### config.mk
export PLATFORM = sky130hd
export DESIGN_NAME = equal_size_swap_balance_search
export DESIGN_NICKNAME = d
export VERILOG_FILES = /design/src/rtl/core/esbs_pkg.sv /design/src/rtl/core/esbs_ctrl.sv /design/src/rtl/core/esbs_dp.sv /design/src/rtl/core/equal_size_swap_balance_search.sv
export SDC_FILE = /design/constraint.sdc
export NUM_CORES = 1
export LEC_CHECK = 0
export ABC_AREA = 0
export ABC_CLOCK_PERIOD_IN_PS = 10600
export CAP_MARGIN = 20
export CORE_UTILIZATION = 40
export DETAILED_ROUTE_END_ITERATION = 7
export DONT_BUFFER_PORTS = 1
export GPL_ROUTABILITY_DRIVEN = 0
export HOLD_SLACK_MARGIN = 0.15
export REMOVE_ABC_BUFFERS = 1
export SYNTH_ARGS = -nofsm -noshare
export SYNTH_HDL_FRONTEND = slang
export SYNTH_SLANG_ARGS = --single-unit
### constraint.sdc
create_clock -name clk -period 10.6 [get_ports clk]
set_input_delay 0.53 -clock clk [delete_from_list [all_inputs] [get_ports clk]]
set_output_delay 0.53 -clock clk [all_outputs]
set_load 0.005 [all_outputs]
### src/rtl/core/esbs_pkg.sv
package esbs_pkg;

  localparam int RAT_W   = 12;
  localparam int SUM_W   = 15;
  localparam int SLOT_W  = 3;
  localparam int CNT_W   = 4;
  localparam int MASK_W  = 8;
  localparam int CFG_AW  = 3;
  localparam int CFG_DW  = 32;

  localparam logic [CNT_W-1:0]  MAX_SWAP_RST  = 4'd4;
  localparam logic [CFG_AW-1:0] ADDR_MAX_SWAP = 3'd0;

  typedef enum logic [2:0] {
    ST_IDLE,
    ST_TOTAL,
    ST_INIT,
    ST_OUTER,
    ST_INNER,
    ST_DRAIN,
    ST_DONE
  } esbs_state_t;

  typedef struct packed {
    logic wr;
    logic tot;
    logic init;
    logic setup;
    logic o_adv;
    logic i_step;
    logic done;
  } esbs_cmd_t;

  typedef struct packed {
    logic outer_ok;
    logic outer_last;
    logic inner_last;
    logic out_free;
  } esbs_stat_t;

endpackage

### src/rtl/core/esbs_ctrl.sv
module esbs_ctrl (
  input  logic                 clk,
  input  logic                 rst_n,
  input  logic                 in_fire,
  input  logic                 in_last,
  input  esbs_pkg::esbs_stat_t stat,
  output logic                 in_ready,
  output esbs_pkg::esbs_cmd_t  cmd
);
  import esbs_pkg::*;

  esbs_state_t state_r, state_nxt;

  always_ff @(posedge clk) begin
    if (!rst_n) begin
      state_r <= ST_IDLE;
    end else begin
      state_r <= state_nxt;
    end
  end

  always_comb begin
    state_nxt = state_r;
    unique case (state_r)
      ST_IDLE: begin
        if (in_fire && in_last) state_nxt = ST_TOTAL;
      end
      ST_TOTAL: state_nxt = ST_INIT;
      ST_INIT:  state_nxt = ST_OUTER;
      ST_OUTER: begin
        priority if (stat.outer_ok) state_nxt = ST_INNER;
        else if (stat.outer_last) state_nxt = ST_DRAIN;
        else state_nxt = ST_OUTER;
      end
      ST_INNER: begin
        if (stat.inner_last) state_nxt = stat.outer_last ? ST_DRAIN : ST_OUTER;
      end
      ST_DRAIN: state_nxt = ST_DONE;
      ST_DONE: begin
        if (stat.out_free) state_nxt = ST_IDLE;
      end
      default: state_nxt = ST_IDLE;
    endcase
  end

  always_comb begin
    cmd      = '0;
    in_ready = 1'b0;
    unique case (state_r)
      ST_IDLE: begin
        in_ready = 1'b1;
        cmd.wr   = in_fire;
      end
      ST_TOTAL: cmd.tot = 1'b1;
      ST_INIT:  cmd.init = 1'b1;
      ST_OUTER: begin
        cmd.setup = stat.outer_ok;
        cmd.o_adv = !stat.outer_ok && !stat.outer_last;
      end
      ST_INNER: begin
        cmd.i_step = 1'b1;
        cmd.o_adv  = stat.inner_last && !stat.outer_last;
      end
      ST_DRAIN: ;
      ST_DONE:  cmd.done = stat.out_free;
      default: ;
    endcase
  end

endmodule

### src/rtl/core/esbs_dp.sv
module esbs_dp #(
  parameter int GROUP_SIZE = 8
) (
  input  logic                              clk,
  input  logic                              rst_n,
  input  esbs_pkg::esbs_cmd_t               cmd,
  output esbs_pkg::esbs_stat_t              stat,
  input  logic [esbs_pkg::RAT_W-1:0]        in_rating,
  input  logic                              in_group,
  input  logic [esbs_pkg::SLOT_W-1:0]       in_slot,
  input  logic [esbs_pkg::CNT_W-1:0]        max_swap,
  output logic                              out_valid,
  input  logic                              out_ready,
  output logic                              out_found,
  output logic                              out_heavy_group,
  output logic [esbs_pkg::MASK_W-1:0]       out_heavy_mask,
  output logic [esbs_pkg::MASK_W-1:0]       out_light_mask,
  output logic [esbs_pkg::SUM_W-1:0]        out_gain,
  output logic [esbs_pkg::SUM_W-1:0]        out_new_red_total,
  output logic [esbs_pkg::SUM_W-1:0]        out_new_blue_total
);
  import esbs_pkg::*;

  localparam int G     = GROUP_SIZE;
  localparam int IDX_W = $clog2(G);

  logic [RAT_W-1:0]  red_r  [G];
  logic [RAT_W-1:0]  blue_r [G];
  logic [RAT_W-1:0]  h_rat  [G];
  logic [RAT_W-1:0]  l_rat  [G];

  logic [SUM_W-1:0]  red_tot_r, blue_tot_r, target_r, best_gain_r;
  logic              heavy_r;
  logic [G-1:0]      best_hmask_r, best_lmask_r;
  logic [G-1:0]      outer_r, inner_r, hmask_r;
  logic [SUM_W-1:0]  hsum_r;
  logic              p_valid_r;
  logic [SUM_W-1:0]  p_hsum_r, p_lsum_r;
  logic [G-1:0]      p_hmask_r, p_lmask_r;
  logic              out_valid_r;
  logic              res_found_r, res_heavy_r;
  logic [MASK_W-1:0] res_hmask_r, res_lmask_r;
  logic [SUM_W-1:0]  res_gain_r, res_red_r, res_blue_r;

  logic [SUM_W-1:0]  red_sum_c, blue_sum_c, hsum_c, lsum_c, diff_c;
  logic [CNT_W-1:0]  hc_c, tz_c;
  logic [G-1:0]      orev_c, irev_c, inner_init_c, inner_next_c;
  logic [G:0]        gv_c, gc_c, gr_c, gx_c;
  logic              slot_ok_c;

  always_comb begin
    for (int i = 0; i < G; i++) begin
      h_rat[i] = heavy_r ? blue_r[i] : red_r[i];
      l_rat[i] = heavy_r ? red_r[i] : blue_r[i];
    end
  end

  always_comb begin
    red_sum_c  = '0;
    blue_sum_c = '0;
    hsum_c     = '0;
    lsum_c     = '0;
    hc_c       = '0;
    tz_c       = '0;
    for (int b = 0; b < G; b++) begin
      red_sum_c  = red_sum_c + SUM_W'(red_r[b]);
      blue_sum_c = blue_sum_c + SUM_W'(blue_r[b]);
      orev_c[G-1-b] = outer_r[b];
      irev_c[G-1-b] = inner_r[b];
      if (outer_r[b]) hsum_c = hsum_c + SUM_W'(h_rat[G-1-b]);
      if (inner_r[b]) lsum_c = lsum_c + SUM_W'(l_rat[G-1-b]);
      hc_c = hc_c + CNT_W'(outer_r[b]);
    end
    for (int b = G - 1; b >= 0; b--) begin
      if (inner_r[b]) tz_c = CNT_W'(b);
    end
    for (int b = 0; b < G; b++) begin
      inner_init_c[b] = CNT_W'(b) < hc_c;
    end
  end

  // next subset number with the same member count, in ascending order
  always_comb begin
    gv_c         = {1'b0, inner_r};
    gc_c         = gv_c & (~gv_c + 1'b1);
    gr_c         = gv_c + gc_c;
    gx_c         = ((gr_c ^ gv_c) >> 2) >> tz_c;
    inner_next_c = gr_c[G-1:0] | gx_c[G-1:0];
  end

  assign slot_ok_c = {1'b0, in_slot} < CNT_W'(G);
  assign diff_c    = p_hsum_r - p_lsum_r;

  assign stat.outer_ok   = hc_c <= max_swap;
  assign stat.outer_last = &outer_r;
  assign stat.inner_last = gr_c[G];
  assign stat.out_free   = !out_valid_r || out_ready;

  always_ff @(posedge clk) begin
    if (cmd.wr && slot_ok_c) begin
      if (in_group) blue_r[in_slot[IDX_W-1:0]] <= in_rating;
      else          red_r[in_slot[IDX_W-1:0]]  <= in_rating;
    end
  end

  always_ff @(posedge clk) begin
    if (cmd.tot) begin
      red_tot_r  <= red_sum_c;
      blue_tot_r <= blue_sum_c;
    end
    if (cmd.init) begin
      heavy_r      <= !(red_tot_r > blue_tot_r);
      target_r     <= (red_tot_r > blue_tot_r) ? (red_tot_r - blue_tot_r) >> 1
                                               : (blue_tot_r - red_tot_r) >> 1;
      outer_r      <= G'(1);
    end
    if (cmd.setup) begin
      hsum_r  <= hsum_c;
      hmask_r <= orev_c;
      inner_r <= inner_init_c;
    end
    if (cmd.o_adv) outer_r <= outer_r + 1'b1;
    if (cmd.i_step) begin
      inner_r   <= inner_next_c;
      p_hsum_r  <= hsum_r;
      p_hmask_r <= hmask_r;
      p_lsum_r  <= lsum_c;
      p_lmask_r <= irev_c;
    end
    if (cmd.init) begin
      best_gain_r  <= '0;
      best_hmask_r <= '0;
      best_lmask_r <= '0;
    end else if (p_valid_r && (p_hsum_r > p_lsum_r) && (diff_c <= target_r) &&
                 (diff_c > best_gain_r)) begin
      best_gain_r  <= diff_c;
      best_hmask_r <= p_hmask_r;
      best_lmask_r <= p_lmask_r;
    end
  end

  always_ff @(posedge clk) begin
    if (!rst_n) begin
      p_valid_r   <= 1'b0;
      out_valid_r <= 1'b0;
    end else begin
      p_valid_r <= cmd.i_step;
      if (cmd.done) out_valid_r <= 1'b1;
      else if (out_ready) out_valid_r <= 1'b0;
    end
  end

  always_ff @(posedge clk) begin
    if (cmd.done) begin
      res_found_r <= best_gain_r != '0;
      res_heavy_r <= heavy_r;
      res_hmask_r <= MASK_W'(best_hmask_r);
      res_lmask_r <= MASK_W'(best_lmask_r);
      res_gain_r  <= best_gain_r;
      res_red_r   <= heavy_r ? red_tot_r + best_gain_r : red_tot_r - best_gain_r;
      res_blue_r  <= heavy_r ? blue_tot_r - best_gain_r : blue_tot_r + best_gain_r;
    end
  end

  assign out_valid          = out_valid_r;
  assign out_found          = res_found_r;
  assign out_heavy_group    = res_heavy_r;
  assign out_heavy_mask     = res_hmask_r;
  assign out_light_mask     = res_lmask_r;
  assign out_gain           = res_gain_r;
  assign out_new_red_total  = res_red_r;
  assign out_new_blue_total = res_blue_r;

endmodule

### src/rtl/core/equal_size_swap_balance_search.sv
// Equal-size swap balance search.
// Input stream: one rating per transaction. in_tdata holds the rating and its
// slot, in_tuser the group (0 red, 1 blue), in_tlast marks the final load item.
// in_tready is high while the block is loading. The transaction with in_tlast set
// stores its rating and starts a search over all pairs of equal-size subsets,
// one from each group, of up to max_swap_size members. The search visits 8884
// equal-size subset pairs for eight slots and swap size four; the inner subset
// adder handles one pair per cycle while the search is in its inner loop.
// One result transaction follows each search on out_*; in_tready stays low until
// the result is placed in the output register, and a waiting result does not
// block the next group of load transactions.
// A stalled receiver holds the result in the output register; a finished search
// waits for it to drain before loading the next one.
// max_swap_size is written over the APB-style port at byte address 0 (reset 4).
// rst_n is synchronous: it returns to loading, drops any pending result and
// restores max_swap_size; stored ratings are undefined until loaded.
module equal_size_swap_balance_search #(
  parameter int GROUP_SIZE = 8
) (
  input  logic                          clk,
  input  logic                          rst_n,
  input  logic                          in_tvalid,
  output logic                          in_tready,
  input  logic [15:0]                   in_tdata,   // rating[11:0], slot[14:12], zero[15]
  input  logic                          in_tuser,   // group[0]
  input  logic                          in_tlast,
  output logic                          out_tvalid,
  input  logic                          out_tready,
  output logic [63:0]                   out_tdata,  // heavy_mask[7:0], light_mask[15:8],
                                                    // gain[30:16], new_red_total[45:31],
                                                    // new_blue_total[60:46], zero[63:61]
  output logic [1:0]                    out_tuser,  // found[0], heavy_group[1]
  input  logic                          cfg_psel,
  input  logic                          cfg_penable,
  input  logic                          cfg_pwrite,
  input  logic [esbs_pkg::CFG_AW-1:0]   cfg_paddr,
  input  logic [esbs_pkg::CFG_DW-1:0]   cfg_pwdata,
  output logic [esbs_pkg::CFG_DW-1:0]   cfg_prdata,
  output logic                          cfg_pready
);
  import esbs_pkg::*;

  logic [CNT_W-1:0]  max_swap_r;
  logic              cfg_hit;
  logic              in_fire;
  esbs_cmd_t         cmd;
  esbs_stat_t        stat;
  logic              found, heavy_group;
  logic [MASK_W-1:0] heavy_mask, light_mask;
  logic [SUM_W-1:0]  gain, new_red_total, new_blue_total;

  assign cfg_pready = 1'b1;
  assign cfg_hit    = cfg_paddr == ADDR_MAX_SWAP;
  assign cfg_prdata = cfg_hit ? CFG_DW'(max_swap_r) : '0;

  always_ff @(posedge clk) begin
    if (!rst_n) begin
      max_swap_r <= MAX_SWAP_RST;
    end else if (cfg_psel && cfg_penable && cfg_pwrite && cfg_pready && cfg_hit) begin
      max_swap_r <= cfg_pwdata[CNT_W-1:0];
    end
  end

  assign in_fire = in_tvalid && in_tready;

  esbs_ctrl u_ctrl (
    .clk      (clk),
    .rst_n    (rst_n),
    .in_fire  (in_fire),
    .in_last  (in_tlast),
    .stat     (stat),
    .in_ready (in_tready),
    .cmd      (cmd)
  );

  esbs_dp #(
    .GROUP_SIZE (GROUP_SIZE)
  ) u_dp (
    .clk                (clk),
    .rst_n              (rst_n),
    .cmd                (cmd),
    .stat               (stat),
    .in_rating          (in_tdata[RAT_W-1:0]),
    .in_group           (in_tuser),
    .in_slot            (in_tdata[RAT_W+SLOT_W-1:RAT_W]),
    .max_swap           (max_swap_r),
    .out_valid          (out_tvalid),
    .out_ready          (out_tready),
    .out_found          (found),
    .out_heavy_group    (heavy_group),
    .out_heavy_mask     (heavy_mask),
    .out_light_mask     (light_mask),
    .out_gain           (gain),
    .out_new_red_total  (new_red_total),
    .out_new_blue_total (new_blue_total)
  );

  assign out_tdata = {3'b000, new_blue_total, new_red_total, gain, light_mask, heavy_mask};
  assign out_tuser = {heavy_group, found};

endmodule
Word level (Yosys, flattened, before mapping) --
Memory sizes are Yosys's and may differ from the RTL's. Index checks and enable logic that the tools add are counted.
Operators by class: bitwise gates (word level) 4, muxes and demuxes 70, add/sub/neg operators 45, equal/unequal tests 9, magnitude comparators 13, reductions and logical operators 23, shift operators 1
Operators with widths (number):
- adder 15 x 12 -> 15 bit | 24
- two-way mux 15 bit | 16
- two-way mux 12 bit | 18
- subtractor 15 bit | 5
- adder 12 x 12 -> 13 bit | 4
- > comparator 15 bit | 3
- two-way mux 3 bit | 13
- two-way mux 8 bit | 4
- adder 15 bit | 2
- adder 4 x 1 -> 4 bit | 6
- case mux 3 bit (7 select lines) | 1
- < comparator 3 x 4 -> 1 bit (first input constant) | 4
- less-or-equal comparator 15 bit | 1
- two-way mux 1 bit | 15
- nonzero test 15 bit | 1
- two-way mux 14 bit | 1
- logical AND 1 bit | 10
- adder 8 x 9 -> 9 bit | 1
- adder 9 x 1 -> 9 bit (second input constant) | 1
- AND 8 x 9 -> 9 bit | 1
- equality test 3 bit (second input constant) | 3
- inverter 8 -> 9 bit | 1
- XOR 9 x 8 -> 9 bit | 1
- adder 8 x 1 -> 8 bit (second input constant) | 1
- other kinds (17) | 28
Storage, ports and cells: memory bits (writable) 192, output and inout port bits 101, logic and storage cells 193, bits in registers 234, input port bits 60, memories kept 2
Memories:
- u_dp.blue_r | depth 8, bits a word 12, rd ports 8, clocked after Yosys merged registers in 0, write ports 1, line esbs_dp.sv:28 | logic [RAT_W-1:0] blue_r [G];
- u_dp.red_r | depth 8, bits a word 12, rd ports 8, clocked after Yosys merged registers in 0, write ports 1, line esbs_dp.sv:27 | logic [RAT_W-1:0] red_r [G];

Logic depth before layout (Yosys ltp) --
Gate-level depths: netlist of the first run. An unclocked memory read counts as a cell.
depth in word-level cells 17, depth in mapped cells 57, gate-level depth less buffers 51

Hierarchy --
A second synthesis of the first run with hierarchy kept.
Second synthesis, totals: cell total of the unflattened synthesis 3413, area total of the unflattened synthesis 35021.1 um2
Modules (own cells, without submodules):
- esbs_dp | seq. area each 12221.7 um2, times used 1, area each 34251.6 um2, cells each 3315
- equal_size_swap_balance_search | seq. area each 80.1 um2, times used 1, area each 483.0 um2, cells each 61
- esbs_ctrl | seq. area each 60.1 um2, times used 1, area each 286.5 um2, cells each 37

Worst setup path after synthesis of the first run --
OpenSTA, ideal clock, no wires.
path kind register -> register, start register u_dp.heavy_r, end register u_dp.p_lsum_r[13], data pin, required time 10.336 ns, setup slack -0.360 ns, arrival 10.695 ns, stages on the path, launching flop included 56, setup time 0.264 ns, buffers on the path 6, period minus slack after synthesis 10.960 ns, cells stage by stage edfxtp_1 -> buf_2 -> buf_2 -> clkbuf_1 -> clkbuf_1 -> clkbuf_1 -> clkbuf_1 -> nand2_1 -> o21ai_0 -> ha_1 -> a21o_1 -> a21oi_1 -> o21bai_1 -> a21oi_1 -> o21ai_0 -> a21o_1 -> a211o_1 -> ha_1 -> (+20 left out) -> and3_1 -> and3_1 -> nor2_1 -> a32oi_1 -> nand2_1 -> ha_1 -> and3_1 -> a311oi_1 -> o21ba_2 -> xnor2_1 -> nor2_1 -> a31oi_1 -> ha_1 -> or4_1 -> nand4_1 -> xnor2_1 -> a21oi_1 -> xor2_1
On the way: word-level cells in the longest chain between the ends 16, elaborated cells on any way between the ends 23, classes of those cells add/sub: 7; mux: 16
Ends and longest elaborated chain:
- from (decl) | line esbs_dp.sv:33 | logic heavy_r;
- from (signal assigned) | line esbs_dp.sv:112 | heavy_r <= !(red_tot_r > blue_tot_r);
- two-way mux 12 bit | line esbs_dp.sv:54 | l_rat[i] = heavy_r ? red_r[i] : blue_r[i];
- two-way mux 12 bit | line esbs_dp.sv:71 | if (inner_r[b]) lsum_c = lsum_c + SUM_W'(l_rat[G-1-b]);
- adder 12 x 12 -> 13 bit | line esbs_dp.sv:71
- two-way mux 15 bit | line esbs_dp.sv:71
- adder 15 x 12 -> 15 bit | line esbs_dp.sv:71
- two-way mux 15 bit | line esbs_dp.sv:71
- adder 15 x 12 -> 15 bit | line esbs_dp.sv:71
- two-way mux 15 bit | line esbs_dp.sv:71
- adder 15 x 12 -> 15 bit | line esbs_dp.sv:71
- two-way mux 15 bit | line esbs_dp.sv:71
- adder 15 x 12 -> 15 bit | line esbs_dp.sv:71
- two-way mux 15 bit | line esbs_dp.sv:71
- adder 15 x 12 -> 15 bit | line esbs_dp.sv:71
- two-way mux 15 bit | line esbs_dp.sv:71
- adder 15 x 12 -> 15 bit | line esbs_dp.sv:71
- two-way mux 15 bit (*) | line esbs_dp.sv:71
- net u_dp.lsum_c[13] | line esbs_dp.sv:45 | logic [SUM_W-1:0] red_sum_c, blue_sum_c, hsum_c, lsum_c, diff_c;
- to (signal assigned) | line esbs_dp.sv:127 | p_lsum_r <= lsum_c;
- to (decl) | line esbs_dp.sv:38 | logic [SUM_W-1:0] p_hsum_r, p_lsum_r;
The timed path passes the listed nets; every way through them passes the cells marked *. A chain may end at the register's enable or synchronous reset.

Final worst setup path of the first run --
Same ends and word-level chain as after synthesis.

==> impl_metrics.yaml, run 1 <==
floorplanning:
  dieHeight_um: 298
  initial_core_util_pct: 40.4
  ios: 161
  rows: 108
  die-area_um2: 89000
  core-area_um2: 86900
  die_w_um: 298
route:
  first_pass_iters: 7
  avgRoutedWirePerCell_um: 20.9
  vias_per_cell: 5.47
  drt_first_iter_violations: 1795
  num_vias: 25900
  drt_wl_total_um: 99200
  ant_nets: 0
  drt_drc_violations_left: 0
synthesis:
  ys_seq_elements: 425
  ys_types: 74
  synth_top_area_share_pct: 32.9
  syn_area_um2: 35100
  ys_seq_area_share_pct: 35.2
  syn_area_per_cell_um2: 10.1
  synthFlopType: "edfxtp_1"
  yosysMostFrequentCell: "edfxtp_1"
  synthArstFlopShare_pct: 0
  yosys.area.top_type: "edfxtp_1"
  synth_area_leaders: "edfxtp_1, ha_1, fa_1, mux2_2, xnor2_1"
  synth_edf_count: 385
  synth_common_cells: "edfxtp_1, inv_1, ha_1, a21oi_1, o21ai_0"
  yosys_warnings: 0
  postSynthCellCount: 3477
timing:
  rsz0062_at_grt: "true"
  hold_violations: 0
  skew_ns: 0.0239
  setup_viol: 0
  fmax_mhz: 98.9
  slew_headroom_pct: 30.8
  tightest_slew_ns: 1.04
  min_period_ns: 10.11
  timing.final.crit_share_pct: 95.4
  hold_ws_ns: 0.203
  final-max-slew-violation-count: 0
global_route:
  antenna_found_initial: 5
  track_usage_pct: 22.1
  overflow: 0
  grt_first_pass_wirelength_um: 150000
  grt_max_degree: 65
  grt_pass1_vias: 25700
run:
  maxCapViolCount: 0
setup_path:
  start_kind: "flop"
  crit_path_top_delay_cell: "or4_1"
  timing.rr.start: "u_dp.heavy_r"
  arrival_ns: 10.47
  crit_required_ns: 10.97
  reg2reg_depth: 50
  rrSetupSlack_ns: 0.49
  worstSetupPathType: "reg2reg"
  cp.depth: 50
  max_stage_delay_ns: 0.54
  path_common_cell: "ha_1"
  path_buf_inv: 2
  r2r_end: "u_dp.p_lsum_r[13]"
  cp_max_fo: 18
  startpoint: "u_dp.heavy_r"
  cp_top_family: "simple AND/OR/NAND/NOR gates"
  endpoint_kind: "flop"
clock_tree:
  cts-root-buf: "clkbuf_16"
  clk_pin_slew_ns: 0.06
  cts-buffers-inserted: 51
  cts.sinks: 425
  cts_tree: "built"
  clock_latency_ns: 0.63
  cts_max_path_buffers: 3
  htreeDepth: 2
cells_and_area:
  area_growth_pct: 10.6
  nets: 4086
  drive_above_1_share_pct: 12.5
  diodes: 0
worst_hold_path:
  min_to: "u_ctrl.state_r[2]"
  whs_path_depth: 4
  hold_start: "in_tvalid"
  hold_class: "in2reg"
placed_design:
  dp_hpwl_um: 80100
  numPortBuffers: 0
run_status:
  run_status: "finished clean"
==> tightest hold or removal path: cells and delay by family <==
kind               cells  cell delay (ns)
AOI/OAI and AO/OA      1             0.05
and+or+nand+nor        3             0.20
==> layer usage <==
metal | track usage, % | wire [um] | vias to the layer above
met3 | 2.98 | 5950 | 151
met2 | 36.1 | 45300 | 692
met4 | 6.75 | 2980 | 10
met5 | 0 | 60 | -
met1 | 30.4 | 44900 | 12600
li1 | - | - | 12500
==> stage by stage <==
step                instance area (um^2)  TNS (ns)  cells  util (%)  worst slack, ns
floorplan                          34600    -57.25   3379         -            -3.95
CTS                                38800         0   4741      44.6            0.211
global placement                   36900         0   4628      42.4            0.384
finish                             38900         0   4742      44.7            0.492
detailed placement                 36900         0   4629      42.4            0.283
global route                       38900   -0.0944   4742      44.7          -0.0944
==> how the worst max path moves through the flow <==
stage | to
CTS | u_dp.p_lsum_r[13]
detailed placement | u_dp.p_lsum_r[13]
finish | u_dp.p_lsum_r[13]
floorplan | u_dp.p_lsum_r[13]
global route | u_dp.p_lsum_r[13]
global placement | u_dp.p_lsum_r[13]
==> kinds of logic after synthesis <==
logic type	after synthesis	share of synthesized area [%]
fa+ha+maj	480	20.1
mux	269	8.45
other cells	2	0.0214
compound gates	835	14.7
simple gates	728	9.79
flops	425	35.2
xor+xnor	243	6.10
buf+inv	495	5.66
==> cell usage in the layout (no fill, tap or decap), drive strengths merged, types with 29 or more instances in the layout <==
cell type  count
conb          32
nor3          53
o21bai        42
a21oi        245
mux2         221
o21ai        230
nor2         208
dfxtp         40
edfxtp       385
nand2b        29
nand3         73
a21o          89
clkbuf        59
nand2        191
ha           339
xnor2        177
fa           141
a211oi        39
mux2i         48
inv          363
buf           96
nor2b         68
o21a          52
xor2          66
==> registers in the layout, summed over array words and instances (netlist names), 4 cells and up <==
signal	cells
u_dp.out_new_blue_total	15
u_dp.p_hsum_r	15
u_dp.p_lmask_r	8
u_dp.outer_r	8
u_dp.best_lmask_r	8
u_dp.p_lsum_r	15
u_dp.hmask_r	8
u_dp.out_light_mask	8
u_dp.red_tot_r	15
u_dp.blue_tot_r	15
u_dp.best_hmask_r	8
u_dp.inner_r	8
max_swap_r	4
u_dp.hsum_r	15
u_dp.target_r	14
u_dp.out_gain	15
u_dp.red_r	96
u_dp.out_heavy_mask	8
u_dp.blue_r	96
u_dp.out_new_red_total	15
u_dp.best_gain_r	15
u_dp.p_hmask_r	8
==> layout make-up <==
type | count | area [um^2]
clock buffers | 59 | 1330
clock inverters | 35 | 415
fillers | 8227 | 48000
inverters | 367 | 1380
multi-input cells | 2587 | 21000
flip-flops and latches | 425 | 12400
well taps | 1155 | 1450
repair buffers | 114 | 926
==> repair_timing <==
| item | 4_1_cts | 5_1_grt |
|---|---|---|
| hold buffers | 18 | 0 |
| endpoints found under the setup margin | 0 | 6 |
| endpoints found under the hold margin | 201 | 0 |
| setup buffers | 0 | 1 |
| gates resized for setup | 0 | 16 |
Power of run 1 is left out: the tool's default activity adds up to more than one toggle a clock period on the data nets, which glitch-free logic cannot reach.
==> run 2, diff against run 1 <==
PLACE_DENSITY_LB_ADDON = 0.05   (was not set)
==> impl_metrics.yaml, run 2 (same netlist as run 1, synthesis figures left out) <==
route:
  drt_wl_total_um: 111000
  num_vias: 26500
  vias_per_cell: 5.53
  drt_drc_violations_left: 0
  drt_first_iter_violations: 1693
  avgRoutedWirePerCell_um: 23.1
  ant_nets: 0
  first_pass_iters: 5
timing:
  skew_ns: 0.0318
  final-max-slew-violation-count: 0
  hold_violations: 0
  setup_viol: 0
  hold_ws_ns: 0.292
  timing.final.crit_share_pct: 95.8
  slew_headroom_pct: 26.2
  min_period_ns: 10.16
  tightest_slew_ns: 1.11
  fmax_mhz: 98.5
cells_and_area:
  drive_above_1_share_pct: 14.9
  area_growth_pct: 12.7
  layout_common_cells: "edfxtp_1, inv_1, ha_1, a21oi_1, mux2_2"
  nets: 4141
  final_common_cell: "edfxtp_1"
  n_fill_cell: 8236
worst_hold_path:
  whs_path_depth: 4
  hold_start: "in_tvalid"
  hold_class: "in2reg"
clock_tree:
  cts.sinks: 425
  cts-buffers-inserted: 53
  htreeDepth: 2
  cts-root-buf: "clkbuf_16"
  clock_latency_ns: 0.65
  cts_tree: "built"
  clk_pin_slew_ns: 0.06
  cts_max_path_buffers: 3
setup_path:
  cp_max_fo: 10
  worstSetupPathType: "reg2reg"
  endpoint: "u_dp.p_lsum_r[13]"
  cp.depth: 53
  timing.rr.start: "u_dp.heavy_r"
  reg2reg_depth: 53
  crit_required_ns: 10.98
  max_stage_delay_ns: 0.55
  endpoint_kind: "flop"
  crit_path_top_delay_cell: "or4_1"
  cp_top_family: "simple AND/OR/NAND/NOR gates"
  start_kind: "flop"
  startpoint: "u_dp.heavy_r"
  r2r_end: "u_dp.p_lsum_r[13]"
  arrival_ns: 10.54
  rrSetupSlack_ns: 0.44
  path_buf_inv: 5
run:
  maxCapViolCount: 0
global_route:
  grt_pass1_vias: 26900
  grt_max_degree: 64
  grt_first_pass_wirelength_um: 164000
  antenna_found_initial: 6
  track_usage_pct: 24.5
  overflow: 0
floorplanning:
  dieHeight_um: 298
  die-area_um2: 89000
  ios: 161
  initial_core_util_pct: 40.4
  rows: 108
  die_w_um: 298
  core-area_um2: 86900
placed_design:
  dp_hpwl_um: 90500
  numPortBuffers: 0
run_status:
  run_status: "finished clean"
-- run 2: worst min-delay path by stage --
stage                                    end  slack, ns
after floorplan            u_dp.p_hmask_r[0]       0.40
after global placement     u_dp.p_hsum_r[13]       0.40
after detailed placement   u_dp.p_hmask_r[0]       0.40
after CTS                  u_ctrl.state_r[2]       0.24
after global routing      u_dp.blue_r[0][10]       0.28
final                      u_ctrl.state_r[2]       0.29
-- run 2: layout make-up --
type | count | area, um^2 | area share, %
flip-flops and latches | 425 | 12400 | 31.2
clock inverters | 35 | 418 | 1.06
well taps | 1155 | 1450 | 3.65
diodes | 1 | 2.50 | 0.00632
clock buffers | 65 | 1420 | 3.59
inverters | 367 | 1380 | 3.48
multi-input cells | 2587 | 21200 | 53.5
repair buffers | 167 | 1410 | 3.56
-- run 2: what timing repair did --
| action | in CTS | in global routing |
|---|---|---|
| resized for setup | 4 | 63 |
| hold buffers | 18 | 0 |
| buffers inserted | 0 | 9 |
| setup endpoints to repair | 4 | 10 |
| endpoints found under the hold margin | 201 | 0 |
| pin swaps | 0 | 13 |
| gates cloned | 0 | 1 |
-- run 2: routing by layer --
metal	vias up	part of all wire, %	GRT usage, %
met5	-	0.034	0
met4	6	3.3	8.08
met3	165	4.4	2.77
met2	656	48	42.6
met1	13100	44	31.7
li1	12600	-	-
-- run 2: metrics by stage --
stage	util (%)	area, um^2	std cells	worst slack (ns)	TNS, ns
2_1_floorplan	-	34600	3379	-3.95	-57.25
3_3_place_gp	42.8	37200	4671	0.0906	0
3_5_place_dp	42.9	37200	4673	-0.162	-0.184
4_1_cts	45.2	39300	4791	0.0386	0
5_1_grt	45.6	39600	4801	-0.0810	-0.0917
6_report	45.6	39600	4802	0.444	0
-- run 2: worst min-delay path: cells and delay by family --
kind	cells	cell delay [ns]
simple gates	3	0.31
compound gates	1	0.04
Power of run 2 is left out for the same reason.
